**config.mk**
```make
export PLATFORM = sky130hd
export DESIGN_NAME = kth_lexicographic_permutation_top_flat
export DESIGN_NICKNAME = d
export VERILOG_FILES = /design/src/sv/kthp_pkg.sv /design/src/sv/kthp_channels.sv /design/src/sv/kthp_datapath.sv /design/src/sv/kthp_ctrl.sv /design/src/sv/kth_lexicographic_permutation_top.sv /design/src/flat_wrapper.sv
export VERILOG_INCLUDE_DIRS = /design/src /design/src/sv
export SDC_FILE = /design/constraint.sdc
export NUM_CORES = 1
export LEC_CHECK = 0
export BUFFER_PORTS_ARGS = -buffer_cell sky130_fd_sc_hd__buf_4
export CAP_MARGIN = 20
export CORE_MARGIN = 10
export CORE_UTILIZATION = 66
export CTS_BUF_LIST = sky130_fd_sc_hd__clkbuf_4 sky130_fd_sc_hd__clkbuf_8 sky130_fd_sc_hd__clkbuf_16
export CTS_CLUSTER_SIZE = 40
export DETAILED_ROUTE_END_ITERATION = 6
export PLACE_DENSITY = 0.86
export SLEW_MARGIN = 20
export SYNTH_ARGS = -nofsm -noshare
export SYNTH_HDL_FRONTEND = slang
export SYNTH_SLANG_ARGS = --single-unit
export TNS_END_PERCENT = 50
```
**constraint.sdc**
```tcl
create_clock -name clk -period 7.4 [get_ports clk]
set_clock_uncertainty 0.05 [all_clocks]
set_input_delay 1.48 -clock clk [delete_from_list [all_inputs] [get_ports clk]]
set_output_delay 1.48 -clock clk [all_outputs]
set_load 0.02 [all_outputs]
```
**src/sv/kth_lexicographic_permutation_top_defines.svh**
```systemverilog
// Assertion macros shared by the permutation unranker modules.
`ifndef KTH_LEXICOGRAPHIC_PERMUTATION_TOP_DEFINES_SVH
`define KTH_LEXICOGRAPHIC_PERMUTATION_TOP_DEFINES_SVH

`ifndef NO_ASSERTIONS
// Same-cycle implication, checked outside reset.
`define KTHP_ASSERT_NOW(label, clk, rst_n, ante, cons) \
  label: assert property (@(posedge clk) disable iff (!rst_n) (ante) |-> (cons)) \
    else $error("kthp assertion failed");
// Next-cycle implication, checked outside reset.
`define KTHP_ASSERT_NEXT(label, clk, rst_n, ante, cons) \
  label: assert property (@(posedge clk) disable iff (!rst_n) (ante) |=> (cons)) \
    else $error("kthp assertion failed");
`else
`define KTHP_ASSERT_NOW(label, clk, rst_n, ante, cons)
`define KTHP_ASSERT_NEXT(label, clk, rst_n, ante, cons)
`endif

`endif

```
**src/sv/kthp_pkg.sv**
```systemverilog
// Types, constants and the factorial table of the permutation unranker.
package kthp_pkg;

  localparam int OUT_FIELDS = 9;
  localparam int DIGIT_W    = 4;
  localparam int LEN_W      = 4;
  localparam int RANK_W     = 20;
  localparam int REM_W      = 19;
  localparam int IDX_W      = $clog2(OUT_FIELDS + 1);
  localparam int MOD_STEPS  = RANK_W;
  localparam int CNT_W      = $clog2(MOD_STEPS);

  typedef enum logic [1:0] {
    ST_IDLE,
    ST_MOD,
    ST_SEL,
    ST_HOLD
  } kthp_state_t;

  typedef struct packed {
    logic load;
    logic mod_step;
    logic sel_step;
    logic out_load;
  } kthp_cmd_t;

  typedef struct packed {
    logic mod_last;
    logic digit_done;
  } kthp_sts_t;

  // Factorials 0! through 9!; codes above nine return one.
  function automatic logic [REM_W-1:0] fact_of(input logic [LEN_W-1:0] i);
    logic [REM_W-1:0] f;
    unique case (i)
      4'd0:    f = 19'd1;
      4'd1:    f = 19'd1;
      4'd2:    f = 19'd2;
      4'd3:    f = 19'd6;
      4'd4:    f = 19'd24;
      4'd5:    f = 19'd120;
      4'd6:    f = 19'd720;
      4'd7:    f = 19'd5040;
      4'd8:    f = 19'd40320;
      4'd9:    f = 19'd362880;
      default: f = 19'd1;
    endcase
    return f;
  endfunction

endpackage

```
**src/sv/kthp_channels.sv**
```systemverilog
// Request and result channel interfaces of the permutation unranker.
interface kthp_in_if;
  import kthp_pkg::*;
  logic               valid;
  logic               ready;
  logic [LEN_W-1:0]   length;
  logic [RANK_W-1:0]  rank;
  modport source (output valid, output length, output rank, input ready);
  modport sink (input valid, input length, input rank, output ready);
endinterface

interface kthp_out_if;
  import kthp_pkg::*;
  logic               valid;
  logic               ready;
  logic [DIGIT_W-1:0] pos0_digit;
  logic [DIGIT_W-1:0] pos1_digit;
  logic [DIGIT_W-1:0] pos2_digit;
  logic [DIGIT_W-1:0] pos3_digit;
  logic [DIGIT_W-1:0] pos4_digit;
  logic [DIGIT_W-1:0] pos5_digit;
  logic [DIGIT_W-1:0] pos6_digit;
  logic [DIGIT_W-1:0] pos7_digit;
  logic [DIGIT_W-1:0] pos8_digit;
  modport source (output valid, input ready,
                  output pos0_digit, output pos1_digit, output pos2_digit,
                  output pos3_digit, output pos4_digit, output pos5_digit,
                  output pos6_digit, output pos7_digit, output pos8_digit);
  modport sink (input valid, output ready,
                input pos0_digit, input pos1_digit, input pos2_digit,
                input pos3_digit, input pos4_digit, input pos5_digit,
                input pos6_digit, input pos7_digit, input pos8_digit);
endinterface

```
**src/sv/kthp_datapath.sv**
```systemverilog
// Datapath: rank reduction modulo n!, digit selection and the symbol pool.
`include "kth_lexicographic_permutation_top_defines.svh"
module kthp_datapath #(
  parameter int MAX_SYMBOLS = 9
) (
  input  logic                               clk,
  input  logic                               rst_n,
  input  kthp_pkg::kthp_cmd_t                cmd,
  output kthp_pkg::kthp_sts_t                sts,
  input  logic [kthp_pkg::LEN_W-1:0]         in_length,
  input  logic [kthp_pkg::RANK_W-1:0]        in_rank,
  output logic [kthp_pkg::DIGIT_W-1:0]       out_digits [kthp_pkg::OUT_FIELDS]
);
  import kthp_pkg::*;

  localparam int POOL_W = (MAX_SYMBOLS > 1) ? $clog2(MAX_SYMBOLS) : 1;

  logic [LEN_W-1:0]   n_r;
  logic [RANK_W-1:0]  k_r;
  logic [REM_W-1:0]   rem_r;
  logic [CNT_W-1:0]   cnt_r;
  logic [IDX_W-1:0]   pos_r;
  logic [POOL_W-1:0]  sel_r;
  logic [DIGIT_W-1:0] pool_r [MAX_SYMBOLS];
  logic [DIGIT_W-1:0] digits_r [OUT_FIELDS];
  logic [DIGIT_W-1:0] out_r [OUT_FIELDS];

  logic [LEN_W-1:0]   n_nxt;
  logic [RANK_W-1:0]  rem_shift;
  logic [REM_W-1:0]   modulus;
  logic [LEN_W-1:0]   avail;
  logic [REM_W-1:0]   pos_fact;
  logic               take;

  assign n_nxt = (in_length > LEN_W'(MAX_SYMBOLS)) ? LEN_W'(MAX_SYMBOLS) : in_length;
  assign modulus   = fact_of(n_r);
  assign rem_shift = {rem_r, k_r[RANK_W-1]};
  assign avail     = n_r - LEN_W'(pos_r);
  assign pos_fact  = fact_of(avail - LEN_W'(1));
  // Keep subtracting the positional factorial while the pool still has a
  // later symbol to move to.
  assign take = (rem_r >= pos_fact) && (LEN_W'(sel_r) < (avail - LEN_W'(1)));

  assign sts.mod_last   = (cnt_r == CNT_W'(MOD_STEPS - 1));
  assign sts.digit_done = (LEN_W'(pos_r) == n_r);

  always_ff @(posedge clk) begin
    if (cmd.load) begin
      n_r   <= n_nxt;
      k_r   <= (in_rank == '0) ? '0 : in_rank - RANK_W'(1);
      rem_r <= '0;
      cnt_r <= '0;
      pos_r <= '0;
      sel_r <= '0;
      for (int i = 0; i < MAX_SYMBOLS; i++) begin
        pool_r[i] <= DIGIT_W'(i + 1);
      end
      for (int i = 0; i < OUT_FIELDS; i++) begin
        digits_r[i] <= '0;
      end
    end else if (cmd.mod_step) begin
      // One restoring division step per cycle; only the remainder is kept.
      rem_r <= (rem_shift >= RANK_W'(modulus)) ?
               REM_W'(rem_shift - RANK_W'(modulus)) : REM_W'(rem_shift);
      k_r   <= {k_r[RANK_W-2:0], 1'b0};
      cnt_r <= cnt_r + CNT_W'(1);
    end else if (cmd.sel_step) begin
      if (take) begin
        rem_r <= rem_r - pos_fact;
        sel_r <= sel_r + POOL_W'(1);
      end else begin
        digits_r[pos_r] <= pool_r[sel_r];
        for (int i = 0; i < MAX_SYMBOLS - 1; i++) begin
          if (POOL_W'(i) >= sel_r) begin
            pool_r[i] <= pool_r[i + 1];
          end
        end
        pool_r[MAX_SYMBOLS-1] <= '0;
        pos_r <= pos_r + IDX_W'(1);
        sel_r <= '0;
      end
    end
  end

  always_ff @(posedge clk) begin
    if (cmd.out_load) begin
      out_r <= digits_r;
    end
  end

  assign out_digits = out_r;

  `KTHP_ASSERT_NOW(a_sel_in_pool, clk, rst_n, cmd.sel_step, LEN_W'(sel_r) < avail)
  `KTHP_ASSERT_NOW(a_rem_bounded, clk, rst_n, cmd.sel_step, rem_r < fact_of(avail))
  `KTHP_ASSERT_NEXT(a_mod_done_rem, clk, rst_n, cmd.mod_step && sts.mod_last,
                    rem_r < modulus)
endmodule

```
**src/sv/kthp_ctrl.sv**
```systemverilog
// Controller: sequences reduction and digit steps and owns the result slot.
`include "kth_lexicographic_permutation_top_defines.svh"
module kthp_ctrl (
  input  logic                 clk,
  input  logic                 rst_n,
  input  logic                 in_valid,
  output logic                 in_ready,
  output logic                 out_valid,
  input  logic                 out_ready,
  output kthp_pkg::kthp_cmd_t  cmd,
  input  kthp_pkg::kthp_sts_t  sts
);
  import kthp_pkg::*;

  kthp_state_t state_r, state_nxt;
  logic        out_valid_r, out_valid_nxt;
  logic        slot_free;

  assign slot_free = !out_valid_r || out_ready;

  always_ff @(posedge clk) begin
    if (!rst_n) begin
      state_r     <= ST_IDLE;
      out_valid_r <= 1'b0;
    end else begin
      state_r     <= state_nxt;
      out_valid_r <= out_valid_nxt;
    end
  end

  always_comb begin
    state_nxt = state_r;
    cmd       = '0;
    in_ready  = 1'b0;
    unique case (state_r)
      ST_IDLE: begin
        in_ready = 1'b1;
        if (in_valid) begin
          cmd.load  = 1'b1;
          state_nxt = ST_MOD;
        end
      end
      ST_MOD: begin
        cmd.mod_step = 1'b1;
        if (sts.mod_last) begin
          state_nxt = ST_SEL;
        end
      end
      ST_SEL: begin
        if (!sts.digit_done) begin
          cmd.sel_step = 1'b1;
        end else if (slot_free) begin
          cmd.out_load = 1'b1;
          state_nxt    = ST_IDLE;
        end else begin
          state_nxt = ST_HOLD;
        end
      end
      ST_HOLD: begin
        if (slot_free) begin
          cmd.out_load = 1'b1;
          state_nxt    = ST_IDLE;
        end
      end
      default: state_nxt = ST_IDLE;
    endcase
    out_valid_nxt = cmd.out_load ? 1'b1 : (out_ready ? 1'b0 : out_valid_r);
  end

  assign out_valid = out_valid_r;

  `KTHP_ASSERT_NOW(a_load_slot_free, clk, rst_n, cmd.out_load, !out_valid_r || out_ready)
  `KTHP_ASSERT_NEXT(a_accept_starts, clk, rst_n, in_valid && in_ready, state_r == ST_MOD)
  `KTHP_ASSERT_NOW(a_no_step_done, clk, rst_n, cmd.sel_step, !sts.digit_done)
endmodule

```
**src/sv/kth_lexicographic_permutation_top.sv**
```systemverilog
// Top level of the lexicographic permutation unranker.
// Usage:
// A request on in_if carries length (n, 1 to 9, larger values are capped at
// MAX_SYMBOLS, zero gives an empty permutation) and a one-based rank k.
// Rank zero acts as rank one; ranks beyond n! wrap modulo n!.
// The result on out_if carries pos0_digit through pos8_digit, the digits of
// the k-th permutation of 1..n, with every position at or beyond n at zero.
// Both channels use valid and ready; a request moves when both are high.
// The rank reduction runs one bit per cycle of a restoring divider; each
// position then takes one compare-subtract step per step of its index plus
// one step to emit the digit and close up the pool.
// One request is worked at a time; in_if.ready is high only while idle, and
// a new request can be taken while the previous result still waits.
// If the receiver stalls, the result is held stable and the next finished
// result waits inside the block until the output register frees up.
// Reset clears the controller and the result valid flag; no clearing pass.
module kth_lexicographic_permutation_top #(
  parameter int MAX_SYMBOLS = 9
) (
  input  logic      clk,
  input  logic      rst_n,
  kthp_in_if.sink   in_if,
  kthp_out_if.source out_if
);
  import kthp_pkg::*;

  kthp_cmd_t          cmd;
  kthp_sts_t          sts;
  logic [DIGIT_W-1:0] digits [OUT_FIELDS];

  kthp_ctrl u_ctrl (
    .clk       (clk),
    .rst_n     (rst_n),
    .in_valid  (in_if.valid),
    .in_ready  (in_if.ready),
    .out_valid (out_if.valid),
    .out_ready (out_if.ready),
    .cmd       (cmd),
    .sts       (sts)
  );

  kthp_datapath #(
    .MAX_SYMBOLS (MAX_SYMBOLS)
  ) u_datapath (
    .clk        (clk),
    .rst_n      (rst_n),
    .cmd        (cmd),
    .sts        (sts),
    .in_length  (in_if.length),
    .in_rank    (in_if.rank),
    .out_digits (digits)
  );

  assign out_if.pos0_digit = digits[0];
  assign out_if.pos1_digit = digits[1];
  assign out_if.pos2_digit = digits[2];
  assign out_if.pos3_digit = digits[3];
  assign out_if.pos4_digit = digits[4];
  assign out_if.pos5_digit = digits[5];
  assign out_if.pos6_digit = digits[6];
  assign out_if.pos7_digit = digits[7];
  assign out_if.pos8_digit = digits[8];
endmodule
```
**src/flat_wrapper.sv**
```systemverilog
// flat-port wrapper written by rule: the top's interface ports become plain ports
module kth_lexicographic_permutation_top_flat import kthp_pkg::*;
#(
  parameter int MAX_SYMBOLS = 9
)
  (clk, rst_n, in_if_valid, in_if_length, in_if_rank, in_if_ready, out_if_valid, out_if_ready, out_if_pos0_digit, out_if_pos1_digit, out_if_pos2_digit, out_if_pos3_digit, out_if_pos4_digit, out_if_pos5_digit, out_if_pos6_digit, out_if_pos7_digit, out_if_pos8_digit);
  kthp_in_if in_if_i ();
  kthp_out_if out_if_i ();
  input  logic clk;
  input  logic rst_n;
  input wire logic [$bits(in_if_i.valid)-1:0] in_if_valid;
  input wire logic [$bits(in_if_i.length)-1:0] in_if_length;
  input wire logic [$bits(in_if_i.rank)-1:0] in_if_rank;
  output wire logic [$bits(in_if_i.ready)-1:0] in_if_ready;
  output wire logic [$bits(out_if_i.valid)-1:0] out_if_valid;
  input wire logic [$bits(out_if_i.ready)-1:0] out_if_ready;
  output wire logic [$bits(out_if_i.pos0_digit)-1:0] out_if_pos0_digit;
  output wire logic [$bits(out_if_i.pos1_digit)-1:0] out_if_pos1_digit;
  output wire logic [$bits(out_if_i.pos2_digit)-1:0] out_if_pos2_digit;
  output wire logic [$bits(out_if_i.pos3_digit)-1:0] out_if_pos3_digit;
  output wire logic [$bits(out_if_i.pos4_digit)-1:0] out_if_pos4_digit;
  output wire logic [$bits(out_if_i.pos5_digit)-1:0] out_if_pos5_digit;
  output wire logic [$bits(out_if_i.pos6_digit)-1:0] out_if_pos6_digit;
  output wire logic [$bits(out_if_i.pos7_digit)-1:0] out_if_pos7_digit;
  output wire logic [$bits(out_if_i.pos8_digit)-1:0] out_if_pos8_digit;
  assign in_if_i.valid = in_if_valid;
  assign in_if_i.length = in_if_length;
  assign in_if_i.rank = in_if_rank;
  assign in_if_ready = in_if_i.ready;
  assign out_if_valid = out_if_i.valid;
  assign out_if_i.ready = out_if_ready;
  assign out_if_pos0_digit = out_if_i.pos0_digit;
  assign out_if_pos1_digit = out_if_i.pos1_digit;
  assign out_if_pos2_digit = out_if_i.pos2_digit;
  assign out_if_pos3_digit = out_if_i.pos3_digit;
  assign out_if_pos4_digit = out_if_i.pos4_digit;
  assign out_if_pos5_digit = out_if_i.pos5_digit;
  assign out_if_pos6_digit = out_if_i.pos6_digit;
  assign out_if_pos7_digit = out_if_i.pos7_digit;
  assign out_if_pos8_digit = out_if_i.pos8_digit;
  kth_lexicographic_permutation_top #(.MAX_SYMBOLS(MAX_SYMBOLS)) u_core (.clk(clk), .rst_n(rst_n), .in_if(in_if_i), .out_if(out_if_i));
endmodule
```
==> flow_summary.toml <==
[floorplan]
io_pins = 66
core_sq_um = 13880
rows = 43
dieHeight_microns = 139.1
floorplan.initialDensity_pct = 67.42
die_w_microns = 139.1
die_area_sq_um = 19340

[cts]
cts_max_level = 4
ctsHoldBuffers = 0
cts_buffer_depth = 2
ctsResizeCount = 0
cts.clk_slew.worst_paths_ns = 0.07
cts-root-buf = "clkbuf_16"
cts_setup_buffers = 0
cts_tree = "built"
cts.sinks = 178
clk_latency_ns = 0.44
cts_buffers = 17

[synthesis]
ys_types = 70
synth_edf_count = 89
synth_top_cells_by_area = "edfxtp_1, dfxtp_1, ha_1"
synthArstFlopShare_pct = 0
ys_warn_count = 0
syn-cell-area_sq_um = 9359
synth_cells = 922
synth.top_cell.area_share_pct = 28.56
synthFlopType = "edfxtp_1"
synth.yosys.seq_area_share_pct = 47.59
synth_area_per_cell_sq_um = 10.15
ys_ff_latch = 178
synth_fp_nets = 1004
synth_largest_area_cell = "edfxtp_1"

[setup_path]
crit_required_ns = 7.42
cp_max_fo = 15
r2r_cells = 15
r2r_slack_ns = 2.20
worstSetupEndpointType = "flip-flop"
r2r_start = "u_core.u_datapath.pos_r[2]"
rr_endpoint = "u_core.u_datapath.pool_r[1][1]"
criticalPathCategory = "flip-flop to flip-flop"
start_kind = "flip-flop"
cp-startpoint = "u_core.u_datapath.pos_r[2]"
arrival_ns = 5.22

[route]
routed_wl_microns = 21300
via_per_inst = 5.976
remaining_drc_errors = 0
vias = 6974
antenna_left = 0
wire_per_inst_microns = 18.25
drt_iter0_drc = 515
firstDrtPassIters = 6

[timing]
max_slew_margin_pct = 29.16
slew_violations = 0
setup-violations-final = 0
fmax_mhz = 192.2
hold_violations = 0
period_needed_ns = 5.202
finalSetupTns_ns = 0
rsz0062_at_grt = "false"
worst_slew_pin_slew_ns = 1.060
period_share_pct = 70.30
whs_ns = 0.3823

[worst_hold_path]
holdPathStages = 0
holdPathEnd = "u_core.u_datapath.out_digits[16]"
min-delay-path-class = "flip-flop to flip-flop"
hold_start = "u_core.u_datapath.digits_r[16]"

[global_routing]
overflow = 0
grt_pass1_vias = 6877
antenna_found_initial = 0
grt_max_degree = 81
grt_use_total_pct = 21.70
grt_pass1_wl_microns = 34620

[layout]
drive_above_1_share_pct = 14.29
diodes = 0
instances_no_fill = 1167
fin_nets = 1056
fill_cells = 915
synthToLayoutAreaGrowth_pct = 12.81

[power]
total_leakage_power_nw = 4.246
peakVddDrop_v = 0.0002535
power_mw = 3.242
power_density_nw_per_um2 = 307.1

[run_status]
status = "finished clean"

[place]
gp_congestion = 0.9259
port_buffers = 65
placedCellCount = 1135
hpwlAfterDp_microns = 15290

[job]
maxCapViolCount = 0
[synth_stat cells (14+ instances only)]
library cell / instances
a21oi_1: 43
and2_1: 27
clkbuf_1: 30
dfxtp_1: 89
edfxtp_1: 89
ha_1: 51
inv_1: 46
mux2i_1: 54
nand2_1: 115
nand2b_1: 16
nand3_1: 14
nor2_1: 51
nor3_1: 16
o21ai_0: 49
or3_1: 15
xnor2_1: 31
xor2_1: 20
[layout by cell type, fill, tap and decap left out, types with 7 or more instances in the layout]
cell	n
nand2_1	114
dfxtp_1	89
edfxtp_1	89
buf_4	71
mux2i_1	54
nor2_1	51
ha_1	51
o21ai_0	48
inv_1	46
a21oi_1	43
xnor2_1	31
and2_1	27
xor2_1	20
clkbuf_16	18
nand2b_1	16
nor3_1	16
or3_1	15
nand3_1	14
a21o_1	13
nand4_1	10
and3_1	9
nor2b_1	8
a31oi_1	8
o21a_1	7
mux2_2	7
[per-stage QoR]
stage          utilization [%]  cell area [sq um]  worst slack, ns
2_1_floorplan                -               9359            3.017
3_3_place_gp             71.87               9976            2.447
3_5_place_dp             71.87               9976            2.288
4_1_cts                  76.00              10550            2.244
5_1_grt                  76.06              10560            1.829
6_report                 76.06              10560            2.198
[power by group]
part           total [mW]  switching [mW]  internal (mW)  leakage (nW)
Combinational        1.20           0.680          0.519          2.36
Clock               0.863           0.398          0.464         0.283
Sequential           1.18          0.0737           1.11          1.60
[layer usage]
layer	vias to the layer above	share of wire [%]	track usage [%]	wire length (microns)
met5	-	0	0	0
met4	0	1.8	7.304	389
met3	32	5.7	4.966	1207
met2	222	51	37.40	10810
met1	3317	42	26.06	8886
li1	3403	-	-	-
[state kept, by name (all words and copies together) (netlist names), named ones only]
| signal | count |
|---|---|
| u_core.u_ctrl.out_valid | 1 |
| u_core.u_ctrl.state_r | 2 |
| u_core.u_datapath.cnt_r | 5 |
| u_core.u_datapath.digits_r | 36 |
| u_core.u_datapath.k_r | 20 |
| u_core.u_datapath.modulus | 14 |
| u_core.u_datapath.n_r | 4 |
| u_core.u_datapath.out_digits | 36 |
| u_core.u_datapath.pool_r | 29 |
| u_core.u_datapath.pos_r | 4 |
| u_core.u_datapath.rem_r | 19 |
| u_core.u_datapath.sel_r | 4 |
[worst max-delay path by stage]
stage | end | depth (start not counted) | slack, ns
global placement | u_core.u_datapath.pool_r[2][2] | 15 | 2.45
global route | u_core.u_datapath.pool_r[3][0] | 15 | 1.83
CTS | u_core.u_datapath.pool_r[1][1] | 15 | 2.24
finish | u_core.u_datapath.pool_r[1][1] | 15 | 2.20
detailed placement | u_core.u_datapath.pool_r[1][1] | 15 | 2.29
floorplan | u_core.u_datapath.pool_r[2][0] | 16 | 3.02
[cell families after synthesis]
logic type | count (synthesis) | synth area share [%]
and+or+nand+nor | 311 | 16.74
DFF | 178 | 47.59
AOI/OAI and AO/OA | 175 | 11.83
buffers and inverters | 86 | 3.543
muxes | 67 | 8.062
adders and majority gates | 54 | 7.460
xor gates and xnor gates | 51 | 4.773
[worst max-delay path, stage by stage (launching register included)]
cell and delay (ns):
dfxtp_1 0.44, inv_1 0.10, ha_1 0.39, nand3_1 0.13, a21boi_0 0.35, nor2_1 0.09
nor2_1 0.38, inv_1 0.09, ha_1 0.35, a21o_1 0.20, a31o_2 0.25, o21ba_2 0.22
o31ai_2 0.31, a21oi_1 0.36, or3_1 0.53, o31ai_1 0.60
[final cells by class]
| type | instances | area [sq um] | area share [%] |
|---|---|---|---|
| multi-input combinational | 658 | 4592 | 43.49 |
| clock buffer | 19 | 457.9 | 4.338 |
| clock inverter | 13 | 115.1 | 1.090 |
| sequential | 178 | 4454 | 42.19 |
| timing repair buffer | 71 | 533.0 | 5.049 |
| inverter | 48 | 180.2 | 1.707 |
| tap | 180 | 225.2 | 2.133 |
No activity file was read; power rests on OpenSTA's default activity.
